## src/cad_pkg.sv

```systemverilog
// Shared types, constants and calendar tables for the date adder.
package cad_pkg;

	// Default configuration
	localparam int OFFSET_BITS_DEF = 21;
	localparam int YEAR_MAX_DEF    = 9999;

	// Result status codes
	typedef logic [1:0] status_t;
	localparam status_t ST_OK       = 2'd0;
	localparam status_t ST_BAD_DATE = 2'd1;
	localparam status_t ST_RANGE    = 2'd2;

	// Days in 400-, 100-, 4- and 1-year spans
	localparam int D400 = 146097;
	localparam int D100 = 36524;
	localparam int D4   = 1461;
	localparam int D1   = 365;

	// Span lengths in years
	localparam int YEARS_400 = 400;
	localparam int YEARS_100 = 100;
	localparam int YEARS_4   = 4;

	// Quotient widths of the century, quad and single-year digits
	localparam int C100_BITS = 2;
	localparam int C4_BITS   = 5;
	localparam int C1_BITS   = 2;

	// Last quad in a century, last year in a quad, last century in a 400-year span
	localparam int LAST_QUAD = 24;
	localparam int LAST_YEAR = 3;
	localparam int LAST_CENT = 3;

	// y / 100 as (y * RECIP_100) >> RECIP_SHIFT, exact for 14-bit y
	localparam int RECIP_100   = 83887;
	localparam int RECIP_SHIFT = 23;

	// Width of the day count of one 400-year span
	localparam int D400_BITS = 18;

	// Day count within a century fits 16 bits; r / 1461 as (r * RECIP_4) >> RECIP_SHIFT_4
	localparam int CENT_REM_BITS = 16;
	localparam int RECIP_SHIFT_4 = 27;
	localparam int RECIP_4_BITS  = 17;
	localparam logic [RECIP_4_BITS-1:0] RECIP_4 =
		RECIP_4_BITS'((64'd1 << RECIP_SHIFT_4) / D4 + 1);

	// Span division steps
	localparam int DIV_STEPS = 6;
	typedef logic [2:0] dstep_t;
	localparam dstep_t DS_Q400 = 3'd0;  // 400-year digit by reciprocal
	localparam dstep_t DS_R400 = 3'd1;  // remainder of the 400-year digit
	localparam dstep_t DS_C100 = 3'd2;  // century digit and remainder
	localparam dstep_t DS_Q4   = 3'd3;  // quad digit by reciprocal
	localparam dstep_t DS_R4   = 3'd4;  // remainder of the quad digit
	localparam dstep_t DS_C1   = 3'd5;  // single-year digit and remainder

	localparam int DAYS_IN_YEAR_MAX = 365;
	localparam logic [3:0] FEB      = 4'd2;
	localparam logic [3:0] DEC      = 4'd12;
	localparam logic [4:0] FEB_LEAP = 5'd29;

	localparam logic [4:0] MONTH_LEN [0:12] = '{
		5'd0, 5'd31, 5'd28, 5'd31, 5'd30, 5'd31, 5'd30,
		5'd31, 5'd31, 5'd30, 5'd31, 5'd30, 5'd31
	};

	// Days before the first of each month, common year
	localparam logic [8:0] CUM_DAYS [0:12] = '{
		9'd0, 9'd0, 9'd31, 9'd59, 9'd90, 9'd120, 9'd151,
		9'd181, 9'd212, 9'd243, 9'd273, 9'd304, 9'd334
	};

	typedef struct packed {
		logic    load;
		logic    ydiv;
		logic    base;
		logic    sum1;
		logic    sum2;
		logic    div_init;
		logic    div_step;
		logic    year;
		logic    month;
		logic    finish;
		status_t code;
	} cmd_t;

	typedef struct packed {
		logic date_ok;
		logic in_range;
	} stat_t;

	// Length of month m; 0 for a month code outside 1..12
	function automatic logic [4:0] month_days(input logic [3:0] m, input logic leap);
		logic [4:0] len;
		len = 5'd0;
		if (m >= 4'd1 && m <= DEC) len = MONTH_LEN[m];
		if (m == FEB && leap) len = FEB_LEAP;
		return len;
	endfunction

	// Days in the year before the first of month m
	function automatic logic [8:0] days_before_month(input logic [3:0] m, input logic leap);
		logic [8:0] cum;
		cum = 9'd0;
		if (m >= 4'd1 && m <= DEC) cum = CUM_DAYS[m];
		if (leap && m > FEB && m <= DEC) cum = cum + 9'd1;
		return cum;
	endfunction

endpackage

```

## src/cad_ctrl.sv

```systemverilog
// Sequencer for the date adder: walks the datapath through its steps.
module cad_ctrl #(
	parameter int DIV_STEPS = cad_pkg::DIV_STEPS
) (
	input  logic                         clk,
	input  logic                         arst_n,
	input  logic                         start,
	output logic                         busy,
	input  cad_pkg::stat_t               stat,
	output cad_pkg::cmd_t                cmd,
	output logic [$clog2(DIV_STEPS)-1:0] step
);

	localparam int STEP_W = $clog2(DIV_STEPS);

	localparam logic [3:0] S_IDLE   = 4'd0;
	localparam logic [3:0] S_YDIV   = 4'd1;
	localparam logic [3:0] S_BASE   = 4'd2;
	localparam logic [3:0] S_SUM1   = 4'd3;
	localparam logic [3:0] S_SUM2   = 4'd4;
	localparam logic [3:0] S_CHECK  = 4'd5;
	localparam logic [3:0] S_DIV    = 4'd6;
	localparam logic [3:0] S_YEAR   = 4'd7;
	localparam logic [3:0] S_MONTH  = 4'd8;
	localparam logic [3:0] S_FINISH = 4'd9;

	logic [3:0]        state_q, state_d;
	logic [STEP_W-1:0] step_q, step_d;

	assign busy = (state_q != S_IDLE);
	assign step = step_q;

	// Next state and commands
	always_comb begin
		state_d = state_q;
		step_d  = step_q;
		cmd     = '0;
		unique case (state_q)
			S_IDLE: begin
				if (start) begin
					cmd.load = 1'b1;
					state_d  = S_YDIV;
				end
			end
			S_YDIV: begin
				cmd.ydiv = 1'b1;
				state_d  = S_BASE;
			end
			S_BASE: begin
				cmd.base = 1'b1;
				state_d  = S_SUM1;
			end
			S_SUM1: begin
				if (!stat.date_ok) begin
					cmd.finish = 1'b1;
					cmd.code   = cad_pkg::ST_BAD_DATE;
					state_d    = S_IDLE;
				end else begin
					cmd.sum1 = 1'b1;
					state_d  = S_SUM2;
				end
			end
			S_SUM2: begin
				cmd.sum2 = 1'b1;
				state_d  = S_CHECK;
			end
			S_CHECK: begin
				if (!stat.in_range) begin
					cmd.finish = 1'b1;
					cmd.code   = cad_pkg::ST_RANGE;
					state_d    = S_IDLE;
				end else begin
					cmd.div_init = 1'b1;
					step_d       = '0;
					state_d      = S_DIV;
				end
			end
			S_DIV: begin
				cmd.div_step = 1'b1;
				if (step_q == STEP_W'(DIV_STEPS - 1)) begin
					state_d = S_YEAR;
				end else begin
					step_d = step_q + STEP_W'(1);
				end
			end
			S_YEAR: begin
				cmd.year = 1'b1;
				state_d  = S_MONTH;
			end
			S_MONTH: begin
				cmd.month = 1'b1;
				state_d   = S_FINISH;
			end
			S_FINISH: begin
				cmd.finish = 1'b1;
				cmd.code   = cad_pkg::ST_OK;
				state_d    = S_IDLE;
			end
			default: begin
				state_d = S_IDLE;
			end
		endcase
	end

	// State registers
	always_ff @(posedge clk or negedge arst_n) begin
		if (!arst_n) begin
			state_q <= S_IDLE;
			step_q  <= '0;
		end else begin
			state_q <= state_d;
			step_q  <= step_d;
		end
	end

endmodule

```

## src/cad_dp.sv

```systemverilog
// Datapath for the date adder: day count, range check, digit division, month split.
module cad_dp #(
	parameter int OFFSET_BITS = 21,
	parameter int YEAR_MAX    = 9999,
	parameter int Q400_BITS   = 5
) (
	input  logic                   clk,
	input  logic                   arst_n,
	input  logic [4:0]             start_day,
	input  logic [3:0]             start_month,
	input  logic [13:0]            start_year,
	input  logic [OFFSET_BITS-1:0] day_offset,
	input  cad_pkg::cmd_t          cmd,
	input  cad_pkg::dstep_t        step,
	output cad_pkg::stat_t         stat,
	output logic                   done,
	output logic [4:0]             result_day,
	output logic [3:0]             result_month,
	output logic [13:0]            result_year,
	output cad_pkg::status_t       status
);

	localparam int LAST_DAY = YEAR_MAX * 365 + YEAR_MAX / 4 - YEAR_MAX / 100
		+ YEAR_MAX / 400 - 1;
	localparam int DAY_BITS = $clog2(LAST_DAY + 1);
	localparam int N_BITS   = ((DAY_BITS > OFFSET_BITS) ? DAY_BITS : OFFSET_BITS) + 2;
	localparam int YR_BITS  = $clog2(YEAR_MAX + 1);
	localparam int YS_BITS  = YR_BITS + 9;

	// n / 146097 as (n * RECIP_400) >> S400, exact for any day count
	localparam int S400   = DAY_BITS + cad_pkg::D400_BITS;
	localparam int R400_W = DAY_BITS + 2;
	localparam int P400_W = DAY_BITS + R400_W;
	localparam logic [R400_W-1:0] RECIP_400 =
		R400_W'((64'd1 << S400) / cad_pkg::D400 + 1);
	localparam int P4_W   = cad_pkg::CENT_REM_BITS + cad_pkg::RECIP_4_BITS;

	// Input item
	logic [4:0]             day_q;
	logic [3:0]             mon_in_q;
	logic [13:0]            year_in_q;
	logic [OFFSET_BITS-1:0] off_q;

	// Day count
	logic [7:0]        ydiv_q;
	logic [7:0]        pcent_q;
	logic              leap_q;
	logic              valid_q;
	logic [N_BITS-1:0] base_q;
	logic [N_BITS-1:0] acc_q;
	logic [8:0]        doy_q;
	logic [N_BITS-1:0] n_q;

	// Division and split
	logic [DAY_BITS-1:0]           rem_q;
	logic [Q400_BITS-1:0]          q400_q;
	logic [cad_pkg::C100_BITS-1:0] c100_q;
	logic [cad_pkg::C4_BITS-1:0]   c4_q;
	logic [cad_pkg::C1_BITS-1:0]   c1_q;
	logic [YR_BITS-1:0]            ryear_q;
	logic                          rleap_q;
	logic [3:0]                    rmon_q;

	// Result registers
	logic               done_q;
	logic [4:0]         res_day_q;
	logic [3:0]         res_mon_q;
	logic [13:0]        res_year_q;
	cad_pkg::status_t   status_q;

	// y / 100 by reciprocal
	logic [30:0] yk;
	assign yk = 31'(year_in_q) * 31'(cad_pkg::RECIP_100);

	// Century flags, leap year, start date check
	logic        ycent;
	logic [7:0]  pcent;
	logic        leap;
	logic [13:0] ym1;
	logic [4:0]  mlen;
	logic        date_ok;
	assign ycent   = (14'(ydiv_q) * 14'(cad_pkg::YEARS_100)) == year_in_q;
	assign pcent   = ycent ? (ydiv_q - 8'd1) : ydiv_q;
	assign leap    = ycent ? (ydiv_q[1:0] == 2'b00) : (year_in_q[1:0] == 2'b00);
	assign ym1     = year_in_q - 14'd1;
	assign mlen    = cad_pkg::month_days(mon_in_q, leap);
	assign date_ok = (mon_in_q >= 4'd1) && (mon_in_q <= cad_pkg::DEC)
		&& (year_in_q != 14'd0) && (32'(year_in_q) <= YEAR_MAX)
		&& (day_q != 5'd0) && (day_q <= mlen);

	// Start date check and range check of the day count
	assign stat.date_ok  = valid_q;
	assign stat.in_range = !n_q[N_BITS-1] && (n_q <= N_BITS'(LAST_DAY));

	// 400-year digit: reciprocal multiply of the day count
	logic [P400_W-1:0]    p400;
	logic [Q400_BITS-1:0] q400_d;
	assign p400   = P400_W'(rem_q) * P400_W'(RECIP_400);
	assign q400_d = p400[S400 +: Q400_BITS];

	// Century digit: compare against 1, 2 and 3 centuries, capped at 3
	logic [cad_pkg::C100_BITS-1:0] c100_d;
	assign c100_d = (rem_q >= DAY_BITS'(3 * cad_pkg::D100)) ? cad_pkg::C100_BITS'(3)
		: (rem_q >= DAY_BITS'(2 * cad_pkg::D100)) ? cad_pkg::C100_BITS'(2)
		: (rem_q >= DAY_BITS'(cad_pkg::D100)) ? cad_pkg::C100_BITS'(1)
		: cad_pkg::C100_BITS'(0);

	// Quad digit: reciprocal multiply of the day within the century
	logic [cad_pkg::CENT_REM_BITS-1:0] rcent;
	logic [P4_W-1:0]                   p4;
	logic [cad_pkg::C4_BITS-1:0]       c4_d;
	assign rcent = rem_q[cad_pkg::CENT_REM_BITS-1:0];
	assign p4    = P4_W'(rcent) * P4_W'(cad_pkg::RECIP_4);
	assign c4_d  = p4[cad_pkg::RECIP_SHIFT_4 +: cad_pkg::C4_BITS];

	// Single-year digit: compare against 1, 2 and 3 years, capped at 3
	logic [cad_pkg::C1_BITS-1:0] c1_d;
	assign c1_d = (rem_q >= DAY_BITS'(3 * cad_pkg::D1)) ? cad_pkg::C1_BITS'(3)
		: (rem_q >= DAY_BITS'(2 * cad_pkg::D1)) ? cad_pkg::C1_BITS'(2)
		: (rem_q >= DAY_BITS'(cad_pkg::D1)) ? cad_pkg::C1_BITS'(1)
		: cad_pkg::C1_BITS'(0);

	// Year from digits
	logic [YS_BITS-1:0] ysum;
	logic               rleap;
	assign ysum = YS_BITS'(q400_q) * YS_BITS'(cad_pkg::YEARS_400)
		+ YS_BITS'(c100_q) * YS_BITS'(cad_pkg::YEARS_100)
		+ YS_BITS'(c4_q) * YS_BITS'(cad_pkg::YEARS_4)
		+ YS_BITS'(c1_q) + YS_BITS'(1);
	assign rleap = (c1_q == cad_pkg::C1_BITS'(cad_pkg::LAST_YEAR))
		&& ((c4_q != cad_pkg::C4_BITS'(cad_pkg::LAST_QUAD))
		|| (c100_q == cad_pkg::C100_BITS'(cad_pkg::LAST_CENT)));

	// Month: count month starts at or below the day of year
	logic [8:0] r_doy;
	logic [3:0] mcount;
	assign r_doy = rem_q[8:0];
	always_comb begin
		mcount = 4'd1;
		for (int k = 2; k <= 12; k++) begin
			if (r_doy >= cad_pkg::days_before_month(4'(k), rleap_q)) mcount = mcount + 4'd1;
		end
	end

	// Day of month
	logic [8:0] rday;
	assign rday = r_doy - cad_pkg::days_before_month(rmon_q, rleap_q) + 9'd1;

	// Datapath registers
	always_ff @(posedge clk) begin
		if (cmd.load) begin
			day_q     <= start_day;
			mon_in_q  <= start_month;
			year_in_q <= start_year;
			off_q     <= day_offset;
		end
		if (cmd.ydiv) begin
			ydiv_q <= yk[30:cad_pkg::RECIP_SHIFT];
		end
		if (cmd.base) begin
			pcent_q <= pcent;
			leap_q  <= leap;
			valid_q <= date_ok;
			base_q  <= N_BITS'(ym1) * N_BITS'(cad_pkg::D1) + N_BITS'(ym1 >> 2);
		end
		if (cmd.sum1) begin
			acc_q <= base_q - N_BITS'(pcent_q) + N_BITS'(pcent_q >> 2);
			doy_q <= cad_pkg::days_before_month(mon_in_q, leap_q) + 9'(day_q) - 9'd1;
		end
		if (cmd.sum2) begin
			n_q <= acc_q + N_BITS'(doy_q)
				+ {{(N_BITS-OFFSET_BITS){off_q[OFFSET_BITS-1]}}, off_q};
		end
		if (cmd.div_init) begin
			rem_q <= n_q[DAY_BITS-1:0];
		end
		// Span digits and remainders over the division steps, remainder kept in rem_q
		if (cmd.div_step) begin
			unique case (step)
				cad_pkg::DS_Q400: begin
					q400_q <= q400_d;
				end
				cad_pkg::DS_R400: begin
					rem_q <= rem_q - DAY_BITS'(q400_q) * DAY_BITS'(cad_pkg::D400);
				end
				cad_pkg::DS_C100: begin
					c100_q <= c100_d;
					rem_q  <= rem_q - DAY_BITS'(c100_d) * DAY_BITS'(cad_pkg::D100);
				end
				cad_pkg::DS_Q4: begin
					c4_q <= c4_d;
				end
				cad_pkg::DS_R4: begin
					rem_q <= rem_q - DAY_BITS'(c4_q) * DAY_BITS'(cad_pkg::D4);
				end
				cad_pkg::DS_C1: begin
					c1_q  <= c1_d;
					rem_q <= rem_q - DAY_BITS'(c1_d) * DAY_BITS'(cad_pkg::D1);
				end
				default: begin
				end
			endcase
		end
		if (cmd.year) begin
			ryear_q <= ysum[YR_BITS-1:0];
			rleap_q <= rleap;
		end
		if (cmd.month) begin
			rmon_q <= mcount;
		end
		if (cmd.finish) begin
			status_q <= cmd.code;
			if (cmd.code == cad_pkg::ST_OK) begin
				res_day_q  <= rday[4:0];
				res_mon_q  <= rmon_q;
				res_year_q <= 14'(ryear_q);
			end else begin
				res_day_q  <= '0;
				res_mon_q  <= '0;
				res_year_q <= '0;
			end
		end
	end

	// Result strobe
	always_ff @(posedge clk or negedge arst_n) begin
		if (!arst_n) begin
			done_q <= 1'b0;
		end else begin
			done_q <= cmd.finish;
		end
	end

	assign done         = done_q;
	assign result_day   = res_day_q;
	assign result_month = res_mon_q;
	assign result_year  = res_year_q;
	assign status       = status_q;

endmodule

```

## src/calendar_add_days_core.sv

```systemverilog
// Top level of the Gregorian date adder: date plus signed day count.
//
// A transfer is taken when start is high and busy is low. The result appears
// on result_day, result_month, result_year and status for exactly one cycle
// with done high, and the receiver must take it then; busy is already low in
// that cycle, so the next start may coincide with done. An invalid start date
// finishes after the start date check, a result out of range after the range
// check, and any other item after the span division and month split; busy
// stays high until then, so no new item is taken before the last one is
// through. The long path is the split of the day count into 400-,
// 100-, 4- and 1-year spans: reciprocal multiplies for the 400-year and quad
// digits, compare-subtract for the century and single-year digits.
// Status 0 is a good result, 1 an invalid start date, 2 a result outside
// years 1..YEAR_MAX; on status 1 or 2 the date outputs are zero.
module calendar_add_days_core #(
	parameter int OFFSET_BITS = cad_pkg::OFFSET_BITS_DEF,
	parameter int YEAR_MAX    = cad_pkg::YEAR_MAX_DEF
) (
	input  logic                   clk,
	input  logic                   arst_n,
	input  logic                   start,
	output logic                   busy,
	input  logic [4:0]             start_day,
	input  logic [3:0]             start_month,
	input  logic [13:0]            start_year,
	input  logic [OFFSET_BITS-1:0] day_offset,
	output logic                   done,
	output logic [4:0]             result_day,
	output logic [3:0]             result_month,
	output logic [13:0]            result_year,
	output logic [1:0]             status
);

	localparam int Q400_BITS = (YEAR_MAX / 400 > 0) ? $clog2(YEAR_MAX / 400 + 1) : 1;
	localparam int DIV_STEPS = cad_pkg::DIV_STEPS;
	localparam int STEP_W    = $clog2(DIV_STEPS);

	cad_pkg::cmd_t     cmd;
	cad_pkg::stat_t    stat;
	logic [STEP_W-1:0] step;

	// Sequencer
	cad_ctrl #(
		.DIV_STEPS (DIV_STEPS)
	) u_ctrl (
		.clk    (clk),
		.arst_n (arst_n),
		.start  (start),
		.busy   (busy),
		.stat   (stat),
		.cmd    (cmd),
		.step   (step)
	);

	// Datapath
	cad_dp #(
		.OFFSET_BITS (OFFSET_BITS),
		.YEAR_MAX    (YEAR_MAX),
		.Q400_BITS   (Q400_BITS)
	) u_dp (
		.clk          (clk),
		.arst_n       (arst_n),
		.start_day    (start_day),
		.start_month  (start_month),
		.start_year   (start_year),
		.day_offset   (day_offset),
		.cmd          (cmd),
		.step         (step),
		.stat         (stat),
		.done         (done),
		.result_day   (result_day),
		.result_month (result_month),
		.result_year  (result_year),
		.status       (status)
	);

endmodule
```

## config.mk

```make
export PLATFORM = sky130hd
export DESIGN_NAME = calendar_add_days_core
export DESIGN_NICKNAME = d
export VERILOG_FILES = /design/src/cad_pkg.sv /design/src/cad_ctrl.sv /design/src/cad_dp.sv /design/src/calendar_add_days_core.sv
export SDC_FILE = /design/constraint.sdc
export NUM_CORES = 2
export LEC_CHECK = 0
export BUFFER_PORTS_ARGS = -buffer_cell sky130_fd_sc_hd__buf_2
export CORE_MARGIN = 10
export CORE_UTILIZATION = 60
export CTS_CLUSTER_DIAMETER = 40
export DETAILED_ROUTE_END_ITERATION = 8
export PLACE_DENSITY = 0.89
export SYNTH_ARGS = -nofsm -noshare
export SYNTH_HDL_FRONTEND = slang
export SYNTH_HIERARCHICAL = 1
export SYNTH_SLANG_ARGS = --single-unit
export TNS_END_PERCENT = 10
```

## constraint.sdc

```tcl
create_clock -name clk -period 7.24 [get_ports clk]
set_input_delay 0 -clock clk [delete_from_list [all_inputs] [get_ports clk]]
set_output_delay 0 -clock clk [all_outputs]
set_load 0.03 [all_outputs]
```

==> reports/results.ini <==
[run_status]
outcome = finished clean

[finish]
mostFrequentLayoutCells = inv_1, ha_1, fa_1
nNetsFinal = 5591
drive_gt1_share_pct = 6.782
nFillCells = 4725
final_common_cell = inv_1
area_delta_synth_final_pct = 9.492

[floorplan]
initial_utilization_pct = 60.80
fp.dieH_um = 278.6
fp.dieW_um = 278.6
core_um2 = 65980
die_area_um2 = 77600
ios = 74
row_count = 94

[global_routing]
grt_pass1_wl_mm = 170.7
met1_usage_pct = 30.84
use_met2_pct = 48.12
grt.total_usage_pct = 27.64
grt.met3_usage_pct = 5.289
grt_start_max_net_pins = 45
first_global_vias = 32460
grt_overflow = 0
antenna_found_initial = 1
grt.busiest_layer = met2

[synthesis]
synth-edff-count = 203
synth_seq_area_share_pct = 16.69
synth.distinct_cells = 97
yosysTopAreaCell = ha_1
syn_nets = 5376
synth_flop_cell = edfxtp_1
yosys.area.top_type_share_pct = 27.23
netlist_top_cells_area = ha_1, fa_1, edfxtp_1
synth-seq-cells = 231
synth_area_per_cell_um2 = 10.06
synth-async-reset-ratio_pct = 3.463
syn_area_um2 = 40110
yosysWarnings = 6
syn_inst = 3987

[timing]
finalSetupTns_ps = 0
worstMarginPinSlew_ps = 1190
rsz0062_at_grt = no
finalCriticalPeriod_ps = 6973
drv_slew = 0
fin_crit_sh_pct = 96.31
report.final.setup_viol = 0
holdWs_ps = 117.4
finClkSkew_ps = 38.36
slew_headroom_pct = 20.70
finalHoldViolations = 0
fmax_ghz = 0.1434

[placement]
place_congestion = 0.9931
portBuffers = 73
dp_hpwl_mm = 86.49

[worst_setup_path]
r2r_end = u_dp/q400_q[4]
cp-end-kind = register
cp_data_required_time_ps = 7530
r2r-start = u_dp/rem_q[7]
worst-endpoint-arrival_ps = 7270
reg2regPathDepth = 23
path_max_fanout = 7
endpoint = u_dp/q400_q[4]
reg2reg_slack_ps = 270
crit_start = u_dp/rem_q[7]
critical_path_class = register to register
cp-start-kind = register

[clock_network]
numCtsBuffers = 39
cts_buffer_depth = 3
clock_sinks = 231
cts-root-buf = clkbuf_16
path_clk_slew_ps = 60
cts_tree = built
htree_num_levels = 2
clk_latency_ps = 590

[routing]
drt_wl_total_mm = 106.8
wl_per_cell_um = 20.95
drc = 0
vias = 30290
ant_nets = 0
first_iter_violations = 2770
vias_per_cell = 5.943
drt-pass1-iter-count = 6

[run]
drv_cap = 0

[min_path]
hold_path.class = primary input to register

[final cells by class]
type                            instances  area, µm²  area share (%)
Sequential cell                       231       6696           15.25
Timing Repair Buffer                  207       1501           3.419
Multi-Input combinational cell       2831      30000           68.30
Clock buffer                           43       1011           2.302
Antenna cell                            1      2.502        0.005698
Inverter                              892       3348           7.623
Clock inverter                         28      280.3          0.6381
Tap cell                              864       1081           2.461
[stage by stage]
step                      instance area, µm²  utilization [%]  setup WS, ps  instances
after global routing                   43920            66.56         27.93       5096
after CTS                              43870            66.49         102.4       5096
after global placement                 42110            63.82         385.6       4978
after detailed placement               42110            63.82         209.9       4978
after floorplan                        40110                -         271.6       3987
final                                  43920            66.57         266.9       5097
[cells by family after synthesis]
kind of cell / after synthesis / synth area share [%]
simple gates: 578 / 7.233
mux: 39 / 1.042
xor+xnor: 240 / 5.337
compound gates: 632 / 10.35
buf+inv: 925 / 8.706
flops: 231 / 16.69
fa+ha+maj: 1342 / 50.64
[worst max-delay path, stage by stage (launching register included)]
cell	delay, ps
dfxtp_1	340
inv_1	170
fa_1	730
inv_1	100
fa_1	510
inv_1	50
fa_1	510
fa_1	520
fa_1	550
inv_1	60
fa_1	470
ha_1	320
ha_1	320
a21o_1	170
a21o_1	180
a211oi_1	330
o21bai_1	100
a21oi_1	200
o221ai_1	200
a31oi_4	300
nor2b_1	120
o21a_1	210
nor2_1	160
xnor2_1	100
[per-layer routing]
metal / share of wire [%] / wire (µm)
met5: 0.010 / 11
met4: 7.4 / 7918
met3: 7.6 / 8131
met2: 49 / 51890
met1: 36 / 38850
[worst min path at each step]
| stage | from | to | slack [ps] | cells past startpoint |
|---|---|---|---|---|
| 2_1_floorplan | arst_n | u_ctrl/state_q[0] | -300 | 0 |
| 3_3_place_gp | arst_n | u_dp/done | -140 | 1 |
| 3_5_place_dp | arst_n | u_dp/done | -150 | 1 |
| 4_1_cts | start_year[6] | u_dp/year_in_q[6] | 100 | 2 |
| 5_1_grt | start_year[6] | u_dp/year_in_q[6] | 130 | 2 |
| 6_report | start_year[6] | u_dp/year_in_q[6] | 120 | 2 |
[synth_stat cells, types with 9 or more instances]
| master | n |
|---|---|
| o22ai_1 | 9 |
| a211oi_1 | 13 |
| a21o_1 | 66 |
| dfxtp_1 | 20 |
| a21oi_1 | 166 |
| nand4_1 | 33 |
| o211ai_1 | 13 |
| or2_2 | 9 |
| a31o_2 | 11 |
| xor2_1 | 64 |
| a31oi_1 | 21 |
| nand2b_1 | 20 |
| or3_1 | 9 |
| fa_1 | 469 |
| nor3_1 | 39 |
| inv_1 | 891 |
| o21ai_0 | 133 |
| o31ai_1 | 12 |
| xnor2_1 | 173 |
| a221oi_1 | 14 |
| edfxtp_1 | 203 |
| nor2_1 | 130 |
| o21a_1 | 32 |
| clkbuf_1 | 28 |
| nor2b_1 | 34 |
| mux2i_1 | 32 |
| o21bai_1 | 33 |
| and2_1 | 30 |
| ha_1 | 873 |
| nand2_1 | 155 |
| a21boi_0 | 19 |
| and3_1 | 24 |
| nand3_1 | 45 |
[registers in the layout, indices dropped and copies added (netlist names), 8 cells and up]
name              count
u_dp/pcent_q          8
u_dp/year_in_q       14
u_dp/ryear_q         14
u_dp/result_year     14
u_dp/doy_q            9
u_dp/acc_q           24
u_dp/off_q           21
u_dp/ydiv_q           8
u_dp/base_q          24
u_dp/n_q             24
u_dp/rem_q           22
[what timing repair did]
action,4_1_cts,5_1_grt
resized for setup,0,10
setup buffers,0,0
hold buffers,47,0
hold endpoints to repair,53,0
setup endpoints to repair,0,5
Power is not shown: default switching activity piles up to over one toggle a cycle in this logic, so the estimate is an artifact.
